--- config.mk ---
export PLATFORM = sky130hd
export DESIGN_NAME = tone_melody_sequencer_core_flat
export DESIGN_NICKNAME = d
export VERILOG_FILES = /design/src/design/tms_pkg.sv /design/src/design/tms_if.sv /design/src/design/tone_melody_sequencer_core.sv /design/src/design/tms_note_store.sv /design/src/design/tms_seq_engine.sv /design/src/flat_wrapper.sv
export SDC_FILE = /design/constraint.sdc
export NUM_CORES = 2
export LEC_CHECK = 0
export BUFFER_PORTS_ARGS = -buffer_cell sky130_fd_sc_hd__buf_2
export CORE_UTILIZATION = 56
export CTS_CLUSTER_DIAMETER = 80
export DETAILED_ROUTE_END_ITERATION = 16
export GPL_TIMING_DRIVEN = 0
export PLACE_DENSITY_LB_ADDON = 0.2
export SLEW_MARGIN = 20
export SYNTH_ARGS = -nofsm -noshare
export SYNTH_HDL_FRONTEND = slang
export SYNTH_SLANG_ARGS = --single-unit
--- constraint.sdc ---
create_clock -name clk -period 5.61 [get_ports clk]
set_input_delay 0.8415 -clock clk [delete_from_list [all_inputs] [get_ports clk]]
set_output_delay 0.8415 -clock clk [all_outputs]
set_load 0.02 [all_outputs]
--- src/design/tms_pkg.sv ---
// shared types and constants for the tone melody sequencer
`default_nettype none

package tms_pkg;

    // field widths
    localparam int CURSOR_W   = 6;
    localparam int TIME_W     = 32;
    localparam int FREQ_W     = 16;
    localparam int DUR_W      = 16;
    localparam int SLOT_W     = 5;
    localparam int COUNT_W    = 8;
    localparam int CMD_W      = 3;
    localparam int ACT_W      = 2;
    localparam int CFG_IDX_W  = 2;
    localparam int CFG_DATA_W = 16;

    // register reset values and the minimum note length
    localparam logic [FREQ_W-1:0] CHIRP_FREQ_RST   = 16'd9000;
    localparam logic [DUR_W-1:0]  CHIRP_LENGTH_RST = 16'd12;
    localparam logic [DUR_W-1:0]  CLICK_LENGTH_RST = 16'd6;
    localparam logic [DUR_W-1:0]  MIN_NOTE_LENGTH  = 16'd1;

    // command codes
    typedef enum logic [CMD_W-1:0] {
        CMD_TICK  = 3'd0,
        CMD_CHIRP = 3'd1,
        CMD_CLICK = 3'd2,
        CMD_LOAD  = 3'd3,
        CMD_PLAY  = 3'd4,
        CMD_QUIET = 3'd5
    } cmd_t;

    // drive actions
    typedef enum logic [ACT_W-1:0] {
        ACT_NONE    = 2'd0,
        ACT_TONE    = 2'd1,
        ACT_SILENCE = 2'd2
    } act_t;

    // configuration register indexes
    typedef enum logic [CFG_IDX_W-1:0] {
        CFG_ENABLED      = 2'd0,
        CFG_CHIRP_FREQ   = 2'd1,
        CFG_CHIRP_LENGTH = 2'd2,
        CFG_CLICK_LENGTH = 2'd3
    } cfg_idx_t;

    typedef struct packed {
        logic [CMD_W-1:0]   command;
        logic [TIME_W-1:0]  now_ms;
        logic [FREQ_W-1:0]  freq_hz;
        logic [DUR_W-1:0]   dur_ms;
        logic [SLOT_W-1:0]  note_index;
        logic [COUNT_W-1:0] note_count;
        logic               quiet_request;
    } item_t;

    typedef struct packed {
        act_t              drive_action;
        logic [FREQ_W-1:0] tone_freq;
        logic [DUR_W-1:0]  tone_length;
        logic              playing;
        logic              quiet_status;
    } result_t;

    typedef struct packed {
        logic              enabled;
        logic [FREQ_W-1:0] chirp_freq;
        logic [DUR_W-1:0]  chirp_length;
        logic [DUR_W-1:0]  click_length;
    } cfg_regs_t;

    typedef struct packed {
        logic [FREQ_W-1:0] pitch;
        logic [DUR_W-1:0]  length;
    } note_t;

    typedef struct packed {
        logic                wr_en;
        logic [CURSOR_W-1:0] wr_slot;
        note_t               wr_data;
        logic                rd_en;
        logic [CURSOR_W-1:0] rd_slot;
    } store_req_t;

endpackage

`default_nettype wire

--- src/design/tms_if.sv ---
// valid/ready channel interfaces for command, result and configuration beats
`default_nettype none

interface tms_in_if;
    logic                         valid;
    logic                         ready;
    logic [tms_pkg::CMD_W-1:0]    command;
    logic [tms_pkg::TIME_W-1:0]   now_ms;
    logic [tms_pkg::FREQ_W-1:0]   freq_hz;
    logic [tms_pkg::DUR_W-1:0]    dur_ms;
    logic [tms_pkg::SLOT_W-1:0]   note_index;
    logic [tms_pkg::COUNT_W-1:0]  note_count;
    logic                         quiet_request;

    modport source (
        output valid, command, now_ms, freq_hz, dur_ms, note_index, note_count, quiet_request,
        input  ready
    );
    modport sink (
        input  valid, command, now_ms, freq_hz, dur_ms, note_index, note_count, quiet_request,
        output ready
    );
endinterface

interface tms_out_if;
    logic                        valid;
    logic                        ready;
    logic [tms_pkg::ACT_W-1:0]   drive_action;
    logic [tms_pkg::FREQ_W-1:0]  tone_freq;
    logic [tms_pkg::DUR_W-1:0]   tone_length;
    logic                        playing;
    logic                        quiet_status;

    modport source (
        output valid, drive_action, tone_freq, tone_length, playing, quiet_status,
        input  ready
    );
    modport sink (
        input  valid, drive_action, tone_freq, tone_length, playing, quiet_status,
        output ready
    );
endinterface

interface tms_cfg_if;
    logic                            valid;
    logic                            ready;
    logic [tms_pkg::CFG_IDX_W-1:0]   index;
    logic [tms_pkg::CFG_DATA_W-1:0]  data;

    modport source (
        output valid, index, data,
        input  ready
    );
    modport sink (
        input  valid, index, data,
        output ready
    );
endinterface

`default_nettype wire

--- src/design/tone_melody_sequencer_core.sv ---
// top level of the tone melody sequencer: handshakes, config registers, store and engine
// a command beat is registered in the stage, its result beat in the output register
// throughput: one command per cycle unless the result stalls; the store read for a beat
//   is issued at accept, from the cursor forwarded by the beat ahead of it in the engine
// reset: quiet on, melody idle, deadline and click time zero, config at defaults
// the note store is not cleared; a slot reads as loaded only after a load note
`default_nettype none

module tone_melody_sequencer_core #(
    parameter int MAX_NOTES = 32
) (
    input  wire logic  clk,
    input  wire logic  rst_n,
    tms_in_if.sink     item,
    tms_out_if.source  result,
    tms_cfg_if.sink    cfg
);

    localparam int CW = tms_pkg::CURSOR_W;

    tms_pkg::item_t      in_item;
    tms_pkg::item_t      s_item_reg;
    logic                s_valid_reg, s_valid_next;
    logic                s_fire;
    logic                in_fire;
    tms_pkg::result_t    eng_result;
    tms_pkg::result_t    out_reg;
    logic                out_valid_reg, out_valid_next;
    logic [CW-1:0]       cursor_ahead;
    tms_pkg::store_req_t store_req;
    tms_pkg::note_t      note_rd;
    tms_pkg::cfg_regs_t  cfg_regs_reg;

    // gather input beat fields
    always_comb
    begin
        in_item.command       = item.command;
        in_item.now_ms        = item.now_ms;
        in_item.freq_hz       = item.freq_hz;
        in_item.dur_ms        = item.dur_ms;
        in_item.note_index    = item.note_index;
        in_item.note_count    = item.note_count;
        in_item.quiet_request = item.quiet_request;
    end

    // handshakes
    assign s_fire     = s_valid_reg && (!out_valid_reg || result.ready);
    assign item.ready = !s_valid_reg || s_fire;
    assign in_fire    = item.valid && item.ready;
    assign cfg.ready  = 1'b1;

    // store access at accept: load writes, every beat reads its note
    always_comb
    begin
        store_req.wr_en        = in_fire && (in_item.command == tms_pkg::CMD_LOAD)
                                 && (CW'(in_item.note_index) < CW'(MAX_NOTES));
        store_req.wr_slot      = CW'(in_item.note_index);
        store_req.wr_data.pitch  = in_item.freq_hz;
        store_req.wr_data.length = in_item.dur_ms;
        store_req.rd_en        = in_fire;
        store_req.rd_slot      = (in_item.command == tms_pkg::CMD_PLAY) ? '0
                                                                        : cursor_ahead + CW'(1);
    end

    tms_note_store #(
        .MAX_NOTES (MAX_NOTES)
    ) u_store (
        .clk     (clk),
        .req     (store_req),
        .rd_data (note_rd)
    );

    tms_seq_engine #(
        .MAX_NOTES (MAX_NOTES)
    ) u_engine (
        .clk          (clk),
        .rst_n        (rst_n),
        .fire         (s_fire),
        .item         (s_item_reg),
        .note         (note_rd),
        .cfg_regs     (cfg_regs_reg),
        .result       (eng_result),
        .cursor_ahead (cursor_ahead)
    );

    // stage and output occupancy
    always_comb
    begin
        s_valid_next = s_valid_reg;
        if (in_fire)
        begin
            s_valid_next = 1'b1;
        end
        else if (s_fire)
        begin
            s_valid_next = 1'b0;
        end
        out_valid_next = out_valid_reg;
        if (s_fire)
        begin
            out_valid_next = 1'b1;
        end
        else if (result.ready)
        begin
            out_valid_next = 1'b0;
        end
    end

    always_ff @(posedge clk or negedge rst_n)
    begin
        if (!rst_n)
        begin
            s_valid_reg   <= 1'b0;
            out_valid_reg <= 1'b0;
        end
        else
        begin
            s_valid_reg   <= s_valid_next;
            out_valid_reg <= out_valid_next;
        end
    end

    // payload registers
    always_ff @(posedge clk)
    begin
        if (in_fire)
        begin
            s_item_reg <= in_item;
        end
        if (s_fire)
        begin
            out_reg <= eng_result;
        end
    end

    // configuration registers
    always_ff @(posedge clk or negedge rst_n)
    begin
        if (!rst_n)
        begin
            cfg_regs_reg.enabled      <= 1'b0;
            cfg_regs_reg.chirp_freq   <= tms_pkg::CHIRP_FREQ_RST;
            cfg_regs_reg.chirp_length <= tms_pkg::CHIRP_LENGTH_RST;
            cfg_regs_reg.click_length <= tms_pkg::CLICK_LENGTH_RST;
        end
        else if (cfg.valid)
        begin
            unique case (tms_pkg::cfg_idx_t'(cfg.index))
                tms_pkg::CFG_ENABLED:      cfg_regs_reg.enabled      <= cfg.data[0];
                tms_pkg::CFG_CHIRP_FREQ:   cfg_regs_reg.chirp_freq   <= cfg.data;
                tms_pkg::CFG_CHIRP_LENGTH: cfg_regs_reg.chirp_length <= cfg.data;
                tms_pkg::CFG_CLICK_LENGTH: cfg_regs_reg.click_length <= cfg.data;
            endcase
        end
    end

    // result beat
    assign result.valid        = out_valid_reg;
    assign result.drive_action = out_reg.drive_action;
    assign result.tone_freq    = out_reg.tone_freq;
    assign result.tone_length  = out_reg.tone_length;
    assign result.playing      = out_reg.playing;
    assign result.quiet_status = out_reg.quiet_status;

    // a full stage behind a stalled output takes no new beat
    assert property (@(posedge clk) disable iff (!rst_n)
        (s_valid_reg && out_valid_reg && !result.ready) |-> !item.ready)
        else $error("command accepted while pipeline is full");

    // only a started tone carries pitch and length
    assert property (@(posedge clk) disable iff (!rst_n)
        (out_valid_reg && (out_reg.drive_action != tms_pkg::ACT_TONE))
        |-> (out_reg.tone_freq == '0) && (out_reg.tone_length == '0))
        else $error("tone payload on a non-tone beat");

    // a melody never plays behind the quiet gate
    assert property (@(posedge clk) disable iff (!rst_n)
        (out_valid_reg && out_reg.playing) |-> !out_reg.quiet_status)
        else $error("melody reported playing while quiet");

endmodule

`default_nettype wire

--- src/design/tms_note_store.sv ---
// note store: one-write one-read synchronous memory of pitch and length per slot
`default_nettype none

module tms_note_store #(
    parameter int MAX_NOTES = 32
) (
    input  wire logic                clk,
    input  wire tms_pkg::store_req_t req,
    output tms_pkg::note_t           rd_data
);

    localparam int AW = (MAX_NOTES > 1) ? $clog2(MAX_NOTES) : 1;

    tms_pkg::note_t mem [MAX_NOTES];
    tms_pkg::note_t rd_data_reg;
    logic [AW-1:0]  wr_addr;
    logic [AW-1:0]  rd_addr;

    assign wr_addr = req.wr_slot[AW-1:0];
    assign rd_addr = req.rd_slot[AW-1:0];

    // write port
    always_ff @(posedge clk)
    begin
        if (req.wr_en)
        begin
            mem[wr_addr] <= req.wr_data;
        end
    end

    // registered read port
    always_ff @(posedge clk)
    begin
        if (req.rd_en)
        begin
            rd_data_reg <= mem[rd_addr];
        end
    end

    assign rd_data = rd_data_reg;

endmodule

`default_nettype wire

--- src/design/tms_seq_engine.sv ---
// sequencer engine: melody, click and quiet state with per-command update
`default_nettype none

module tms_seq_engine #(
    parameter int MAX_NOTES = 32
) (
    input  wire logic               clk,
    input  wire logic               rst_n,
    input  wire logic               fire,
    input  wire tms_pkg::item_t     item,
    input  wire tms_pkg::note_t     note,
    input  wire tms_pkg::cfg_regs_t cfg_regs,
    output tms_pkg::result_t        result,
    output logic [tms_pkg::CURSOR_W-1:0] cursor_ahead
);

    localparam int CW = tms_pkg::CURSOR_W;
    localparam int TW = tms_pkg::TIME_W;
    localparam int NW = tms_pkg::COUNT_W;
    localparam logic [CW-1:0] MAX_LEN = CW'(MAX_NOTES);

    logic          quiet_reg, quiet_next;
    logic          active_reg, active_next;
    logic [CW-1:0] length_reg, length_next;
    logic [CW-1:0] cursor_reg, cursor_next;
    logic [TW-1:0] deadline_reg, deadline_next;
    logic [TW-1:0] last_click_reg, last_click_next;

    logic                          cue_ok;
    logic [TW-1:0]                 deadline_diff;
    logic [TW-1:0]                 click_gap;
    logic [CW-1:0]                 cursor_inc;
    logic [tms_pkg::DUR_W-1:0]     note_len;
    logic                          note_is_tone;
    logic [TW-1:0]                 note_deadline;
    logic [CW-1:0]                 play_len;
    tms_pkg::act_t                 act;
    logic [tms_pkg::FREQ_W-1:0]    act_freq;
    logic [tms_pkg::DUR_W-1:0]     act_len;

    // shared arithmetic
    assign cue_ok        = cfg_regs.enabled && !quiet_reg;
    assign deadline_diff = item.now_ms - deadline_reg;
    assign click_gap     = item.now_ms - last_click_reg;
    assign cursor_inc    = cursor_reg + CW'(1);
    assign note_len      = (note.length == '0) ? tms_pkg::MIN_NOTE_LENGTH : note.length;
    assign note_is_tone  = (note.pitch != '0);
    assign note_deadline = item.now_ms + TW'(note_len);
    assign play_len      = (item.note_count > NW'(MAX_NOTES)) ? MAX_LEN
                                                              : item.note_count[CW-1:0];

    // command decode and next state
    always_comb
    begin
        quiet_next      = quiet_reg;
        active_next     = active_reg;
        length_next     = length_reg;
        cursor_next     = cursor_reg;
        deadline_next   = deadline_reg;
        last_click_next = last_click_reg;
        act             = tms_pkg::ACT_NONE;
        act_freq        = '0;
        act_len         = '0;
        unique case (tms_pkg::cmd_t'(item.command))
            tms_pkg::CMD_TICK:
            begin
                if (active_reg && !deadline_diff[TW-1])
                begin
                    if (cursor_inc >= length_reg)
                    begin
                        active_next   = 1'b0;
                        length_next   = '0;
                        cursor_next   = '0;
                        deadline_next = '0;
                        act           = tms_pkg::ACT_SILENCE;
                    end
                    else
                    begin
                        cursor_next   = cursor_inc;
                        deadline_next = note_deadline;
                        act           = note_is_tone ? tms_pkg::ACT_TONE : tms_pkg::ACT_SILENCE;
                        act_freq      = note.pitch;
                        act_len       = note_is_tone ? note_len : '0;
                    end
                end
            end
            tms_pkg::CMD_CHIRP:
            begin
                if (cue_ok)
                begin
                    active_next   = 1'b0;
                    length_next   = '0;
                    cursor_next   = '0;
                    deadline_next = '0;
                    act           = tms_pkg::ACT_TONE;
                    act_freq      = cfg_regs.chirp_freq;
                    act_len       = cfg_regs.chirp_length;
                end
            end
            tms_pkg::CMD_CLICK:
            begin
                if (cue_ok && (item.freq_hz != '0) && (click_gap >= TW'(cfg_regs.click_length)))
                begin
                    last_click_next = item.now_ms;
                    if (!active_reg)
                    begin
                        act      = tms_pkg::ACT_TONE;
                        act_freq = item.freq_hz;
                        act_len  = cfg_regs.click_length;
                    end
                end
            end
            tms_pkg::CMD_LOAD:
            begin
                // store write happens at accept time
            end
            tms_pkg::CMD_PLAY:
            begin
                if (cue_ok && (item.note_count != '0))
                begin
                    active_next   = 1'b1;
                    length_next   = play_len;
                    cursor_next   = '0;
                    deadline_next = note_deadline;
                    act           = note_is_tone ? tms_pkg::ACT_TONE : tms_pkg::ACT_SILENCE;
                    act_freq      = note.pitch;
                    act_len       = note_is_tone ? note_len : '0;
                end
            end
            tms_pkg::CMD_QUIET:
            begin
                if (item.quiet_request != quiet_reg)
                begin
                    quiet_next = item.quiet_request;
                    if (item.quiet_request)
                    begin
                        active_next   = 1'b0;
                        length_next   = '0;
                        cursor_next   = '0;
                        deadline_next = '0;
                        act           = tms_pkg::ACT_SILENCE;
                    end
                end
            end
            default:
            begin
            end
        endcase
    end

    // result beat contents
    always_comb
    begin
        result.drive_action = act;
        result.tone_freq    = act_freq;
        result.tone_length  = act_len;
        result.playing      = active_next;
        result.quiet_status = quiet_next;
    end

    // cursor seen by the next beat's store read
    assign cursor_ahead = fire ? cursor_next : cursor_reg;

    // state registers
    always_ff @(posedge clk or negedge rst_n)
    begin
        if (!rst_n)
        begin
            quiet_reg      <= 1'b1;
            active_reg     <= 1'b0;
            length_reg     <= '0;
            cursor_reg     <= '0;
            deadline_reg   <= '0;
            last_click_reg <= '0;
        end
        else if (fire)
        begin
            quiet_reg      <= quiet_next;
            active_reg     <= active_next;
            length_reg     <= length_next;
            cursor_reg     <= cursor_next;
            deadline_reg   <= deadline_next;
            last_click_reg <= last_click_next;
        end
    end

    // idle melody holds cleared cursor and length
    assert property (@(posedge clk) disable iff (!rst_n)
        !active_reg |-> (cursor_reg == '0) && (length_reg == '0))
        else $error("idle melody with stale cursor or length");

    // active melody cursor stays inside its length
    assert property (@(posedge clk) disable iff (!rst_n)
        active_reg |-> (cursor_reg < length_reg) && (length_reg <= MAX_LEN))
        else $error("melody cursor out of range");

    // going quiet always stops the melody
    assert property (@(posedge clk) disable iff (!rst_n)
        $rose(quiet_reg) |-> !active_reg)
        else $error("melody still active after going quiet");

endmodule

`default_nettype wire
--- src/flat_wrapper.sv ---
// flat-port wrapper written by rule: the top's interface ports become plain ports
module tone_melody_sequencer_core_flat 
#(
    parameter int MAX_NOTES = 32
)
  (clk, rst_n, item_valid, item_command, item_now_ms, item_freq_hz, item_dur_ms, item_note_index, item_note_count, item_quiet_request, item_ready, result_valid, result_drive_action, result_tone_freq, result_tone_length, result_playing, result_quiet_status, result_ready, cfg_valid, cfg_index, cfg_data, cfg_ready);
  tms_in_if item_i ();
  tms_out_if result_i ();
  tms_cfg_if cfg_i ();
  input  wire logic clk;
  input  wire logic rst_n;
  input wire logic [$bits(item_i.valid)-1:0] item_valid;
  input wire logic [$bits(item_i.command)-1:0] item_command;
  input wire logic [$bits(item_i.now_ms)-1:0] item_now_ms;
  input wire logic [$bits(item_i.freq_hz)-1:0] item_freq_hz;
  input wire logic [$bits(item_i.dur_ms)-1:0] item_dur_ms;
  input wire logic [$bits(item_i.note_index)-1:0] item_note_index;
  input wire logic [$bits(item_i.note_count)-1:0] item_note_count;
  input wire logic [$bits(item_i.quiet_request)-1:0] item_quiet_request;
  output wire logic [$bits(item_i.ready)-1:0] item_ready;
  output wire logic [$bits(result_i.valid)-1:0] result_valid;
  output wire logic [$bits(result_i.drive_action)-1:0] result_drive_action;
  output wire logic [$bits(result_i.tone_freq)-1:0] result_tone_freq;
  output wire logic [$bits(result_i.tone_length)-1:0] result_tone_length;
  output wire logic [$bits(result_i.playing)-1:0] result_playing;
  output wire logic [$bits(result_i.quiet_status)-1:0] result_quiet_status;
  input wire logic [$bits(result_i.ready)-1:0] result_ready;
  input wire logic [$bits(cfg_i.valid)-1:0] cfg_valid;
  input wire logic [$bits(cfg_i.index)-1:0] cfg_index;
  input wire logic [$bits(cfg_i.data)-1:0] cfg_data;
  output wire logic [$bits(cfg_i.ready)-1:0] cfg_ready;
  assign item_i.valid = item_valid;
  assign item_i.command = item_command;
  assign item_i.now_ms = item_now_ms;
  assign item_i.freq_hz = item_freq_hz;
  assign item_i.dur_ms = item_dur_ms;
  assign item_i.note_index = item_note_index;
  assign item_i.note_count = item_note_count;
  assign item_i.quiet_request = item_quiet_request;
  assign item_ready = item_i.ready;
  assign result_valid = result_i.valid;
  assign result_drive_action = result_i.drive_action;
  assign result_tone_freq = result_i.tone_freq;
  assign result_tone_length = result_i.tone_length;
  assign result_playing = result_i.playing;
  assign result_quiet_status = result_i.quiet_status;
  assign result_i.ready = result_ready;
  assign cfg_i.valid = cfg_valid;
  assign cfg_i.index = cfg_index;
  assign cfg_i.data = cfg_data;
  assign cfg_ready = cfg_i.ready;
  tone_melody_sequencer_core #(.MAX_NOTES(MAX_NOTES)) u_core (.clk(clk), .rst_n(rst_n), .item(item_i), .result(result_i), .cfg(cfg_i));
endmodule
==> impl_metrics.py <==
metrics = {
    "outcome": {
        "status": "finished clean",
    },
    "grt": {
        "grt_max_degree": 89,
        "grt-ovfl-total": 0,
        "antenna_found_initial": 2,
        "grt_pass1_vias": 33500,
        "grt_first_pass_wirelength_um": 217000,
        "grt_usage": 0.305,
    },
    "cts": {
        "clk_pin_slew_ns": 0.06,
        "cts_tree": "done",
        "clockRootBuffer": "clkbuf_16",
        "clk_latency_ns": 0.76,
        "htreeDepth": 4,
        "cts_sinks": 1281,
        "numCtsBuffers": 133,
        "cts.path.max_buffers": 3,
    },
    "power_and_ir_drop": {
        "p_sw_frac": 0.283,
        "p_clk_frac": 0.346,
        "ir_drop_mv": 0.257,
        "p_seq_frac": 0.451,
        "intPower_mw": 17.7,
        "combPwrFrac": 0.203,
        "p_per_area_nw_per_um2": 396,
        "leakagePower_nw": 22.3,
        "power_switching_mw": 6.98,
    },
    "worst_hold_path": {
        "hold_class": "primary input to flop",
        "hold_path_end": "u_core.s_item_reg[2]",
        "hp-start": "item_note_count[1]",
        "hold_depth": 1,
    },
    "synth": {
        "synth_async_sr_flop_share": 0.101,
        "synth-main-ff-cell": "edfxtp_1",
        "yosysTopAreaCell": "edfxtp_1",
        "netlist_top_cells_area": "edfxtp_1 (64%), dfrtp_1 (5.5%), nand2_1 (2.8%)",
        "synth_top_area_frac": 0.642,
        "synth_seq_cells": 1281,
        "syn_area_um2": 53900,
        "yosysWarnings": 0,
        "synth_edf_count": 1152,
        "yosys.cell_types.count": 83,
        "syn_avg_cell_area_um2": 14.2,
        "synth_fp_nets": 3997,
        "synthCells": 3789,
        "yosysSeqAreaShare": 0.702,
    },
    "final_layout": {
        "largest_register_ffs": 1024,
        "nets": 4334,
        "final_core_util": 0.655,
        "layout-drive-gt1-share": 0.186,
        "seqCellArea_um2": 37800,
        "multi_input_area_um2": 15100,
        "areaGrowthSynthToFinish_pct": 15.7,
        "fillCellCount": 6771,
        "final_common_cell": "edfxtp_1",
        "mostFrequentLayoutCells": "edfxtp_1 (1152), nand2_1 (399), nor2_1 (229)",
    },
    "setup_path": {
        "reg2reg_slack_ns": 0.15,
        "crit_path_max_fanout": 19,
        "r2r-end": "u_core.u_store.rd_data[22]",
        "reg2reg_depth": 20,
        "crit_arrival_ns": 5.90,
        "cp.required_ns": 6.05,
        "crit_path_end_kind": "flop",
        "cp-start-kind": "flop",
        "timing.rr.start": "u_core.s_item_reg[68]",
        "path_class": "flop to flop",
    },
    "floorplanning": {
        "die_h_um": 312,
        "io_pins": 143,
        "start_util": 0.566,
        "num_rows": 113,
        "core-area_um2": 95200,
        "die_area_um2": 97500,
        "fp.dieW_um": 312,
    },
    "sta": {
        "fin_setup_tns_ns": 0,
        "hold_viol_final": 0,
        "relSlewSlack": 0.211,
        "fin_worst_skew_ns": 0.0198,
        "worst-slew-pin-transition_ns": 1.18,
        "finalCritPeriodShare": 0.973,
        "max_freq_mhz": 183,
        "hold-worst-slack_ns": 0.271,
        "slew_violations": 0,
        "finalCriticalPeriod_ns": 5.46,
        "setup_viol": 0,
    },
    "routing": {
        "wl_per_cell_um": 27.0,
        "drc_errors": 0,
        "via_per_inst": 6.29,
        "wl_um": 149000,
        "route.vias.total": 34600,
        "ant_nets": 0,
        "drt-initial-drc-count": 4790,
        "drt_pre_antenna_iters": 6,
    },
    "place": {
        "gp_congestion": 0.926,
        "io_buffers": 141,
        "dp_hpwl_um": 100000,
    },
    "job": {
        "drv_cap": 0,
    },
}
-- per-stage QoR --
stage,setup WS [ns],cells,cell area (um^2),power (mW)
floorplan,0.335,3789,53900,14.4
global placement,-2.45,5195,56200,15.9
detailed placement,-2.43,5232,57400,16.0
CTS,0.0143,5482,61900,24.5
global route,-0.0347,5500,62300,25.5
finish,0.152,5502,62300,24.7
-- power by group through the flow --
| stage | Combinational (mW) | Clock (mW) | Sequential (mW) |
|---|---|---|---|
| after floorplan | 3.19 | 0 | 11.2 |
| after global placement | 4.59 | 0 | 11.3 |
| after detailed placement | 4.70 | 0 | 11.3 |
| after CTS | 4.82 | 8.57 | 11.1 |
| after global routing | 5.42 | 8.94 | 11.2 |
| final | 5.01 | 8.52 | 11.1 |
-- final cells by class --
class / count / area share
Buffer: 230 / 0.0208
Clock buffer: 178 / 0.0592
Multi-Input combinational cell: 2162 / 0.243
Tap cell: 1265 / 0.0254
Antenna cell: 2 / 0.0000803
Timing Repair Buffer: 204 / 0.0295
Clock inverter: 66 / 0.00795
Sequential cell: 1281 / 0.607
Inverter: 114 / 0.00691
-- worst max path at each step --
stage / start / cells past startpoint / to / slack (ns)
floorplan: u_core.s_item_reg[67] / 21 / u_core.u_store.rd_data[23] / 0.34
global placement: u_core.s_item_reg[76] / 20 / u_core.u_store.rd_data[0] / -2.45
detailed placement: u_core.s_item_reg[75] / 20 / u_core.u_store.rd_data[0] / -2.43
CTS: u_core.s_item_reg[47] / 21 / u_core.result.tone_length[0] / 0.01
global route: u_core.s_item_reg[68] / 20 / u_core.u_store.rd_data[22] / -0.03
finish: u_core.s_item_reg[68] / 20 / u_core.u_store.rd_data[22] / 0.15
-- worst max-delay path, cell delays in order (launching register included) --
cell	delay [ns]
edfxtp_1	0.47
ha_1	0.36
a41oi_2	0.18
o21ai_1	0.12
a221oi_2	0.30
o211ai_2	0.19
a211o_1	0.32
a211oi_4	0.36
nor2_4	0.10
buf_8	0.18
a32o_1	0.23
ha_1	0.23
a21boi_4	0.20
nor3_2	0.19
buf_6	0.17
buf_8	0.18
buf_8	0.18
mux2_1	0.34
o211ai_1	0.32
a21o_1	0.33
o211ai_1	0.19
-- cell families (layout without fill, tap and decap cells) --
kind of cell,count (synthesis),after routing,share of synthesized area
DFF,1281,1281,0.702
and+or+nand+nor,961,961,0.0770
AOI/OAI and AO/OA,828,828,0.118
buffers and inverters,346,792,0.0273
muxes,214,214,0.0423
adders and majority gates,104,104,0.0244
xor gates and xnor gates,54,54,0.00878
other,1,3,0.0000696
-- synth_stat cells (96+ instances only) --
library cell	instances
a21oi_1	97
clkbuf_1	157
mux2_2	103
o211ai_1	125
nor2_1	264
edfxtp_1	1152
o22ai_1	96
inv_1	114
a22o_1	96
mux2i_1	103
ha_1	102
nand2_1	401
dfrtp_1	119
nand3_1	178
-- repair_timing --
action | 4_1_cts | 5_1_grt
endpoints found under the setup margin | 97 | 97
setup buffers | 7 | 18
endpoints found under the hold margin | 41 | 0
gates resized for setup | 136 | 90
hold buffers | 1 | 0
pin swaps | 10 | 22
-- routing by layer --
metal,vias up,GRT usage,wire length [um]
met2,1885,0.471,67800
li1,15300,-,-
met1,17200,0.424,59100
met4,4,0.154,7780
met5,-,0,23
met3,306,0.0492,14100
No activity file was read; power rests on OpenSTA's default activity.
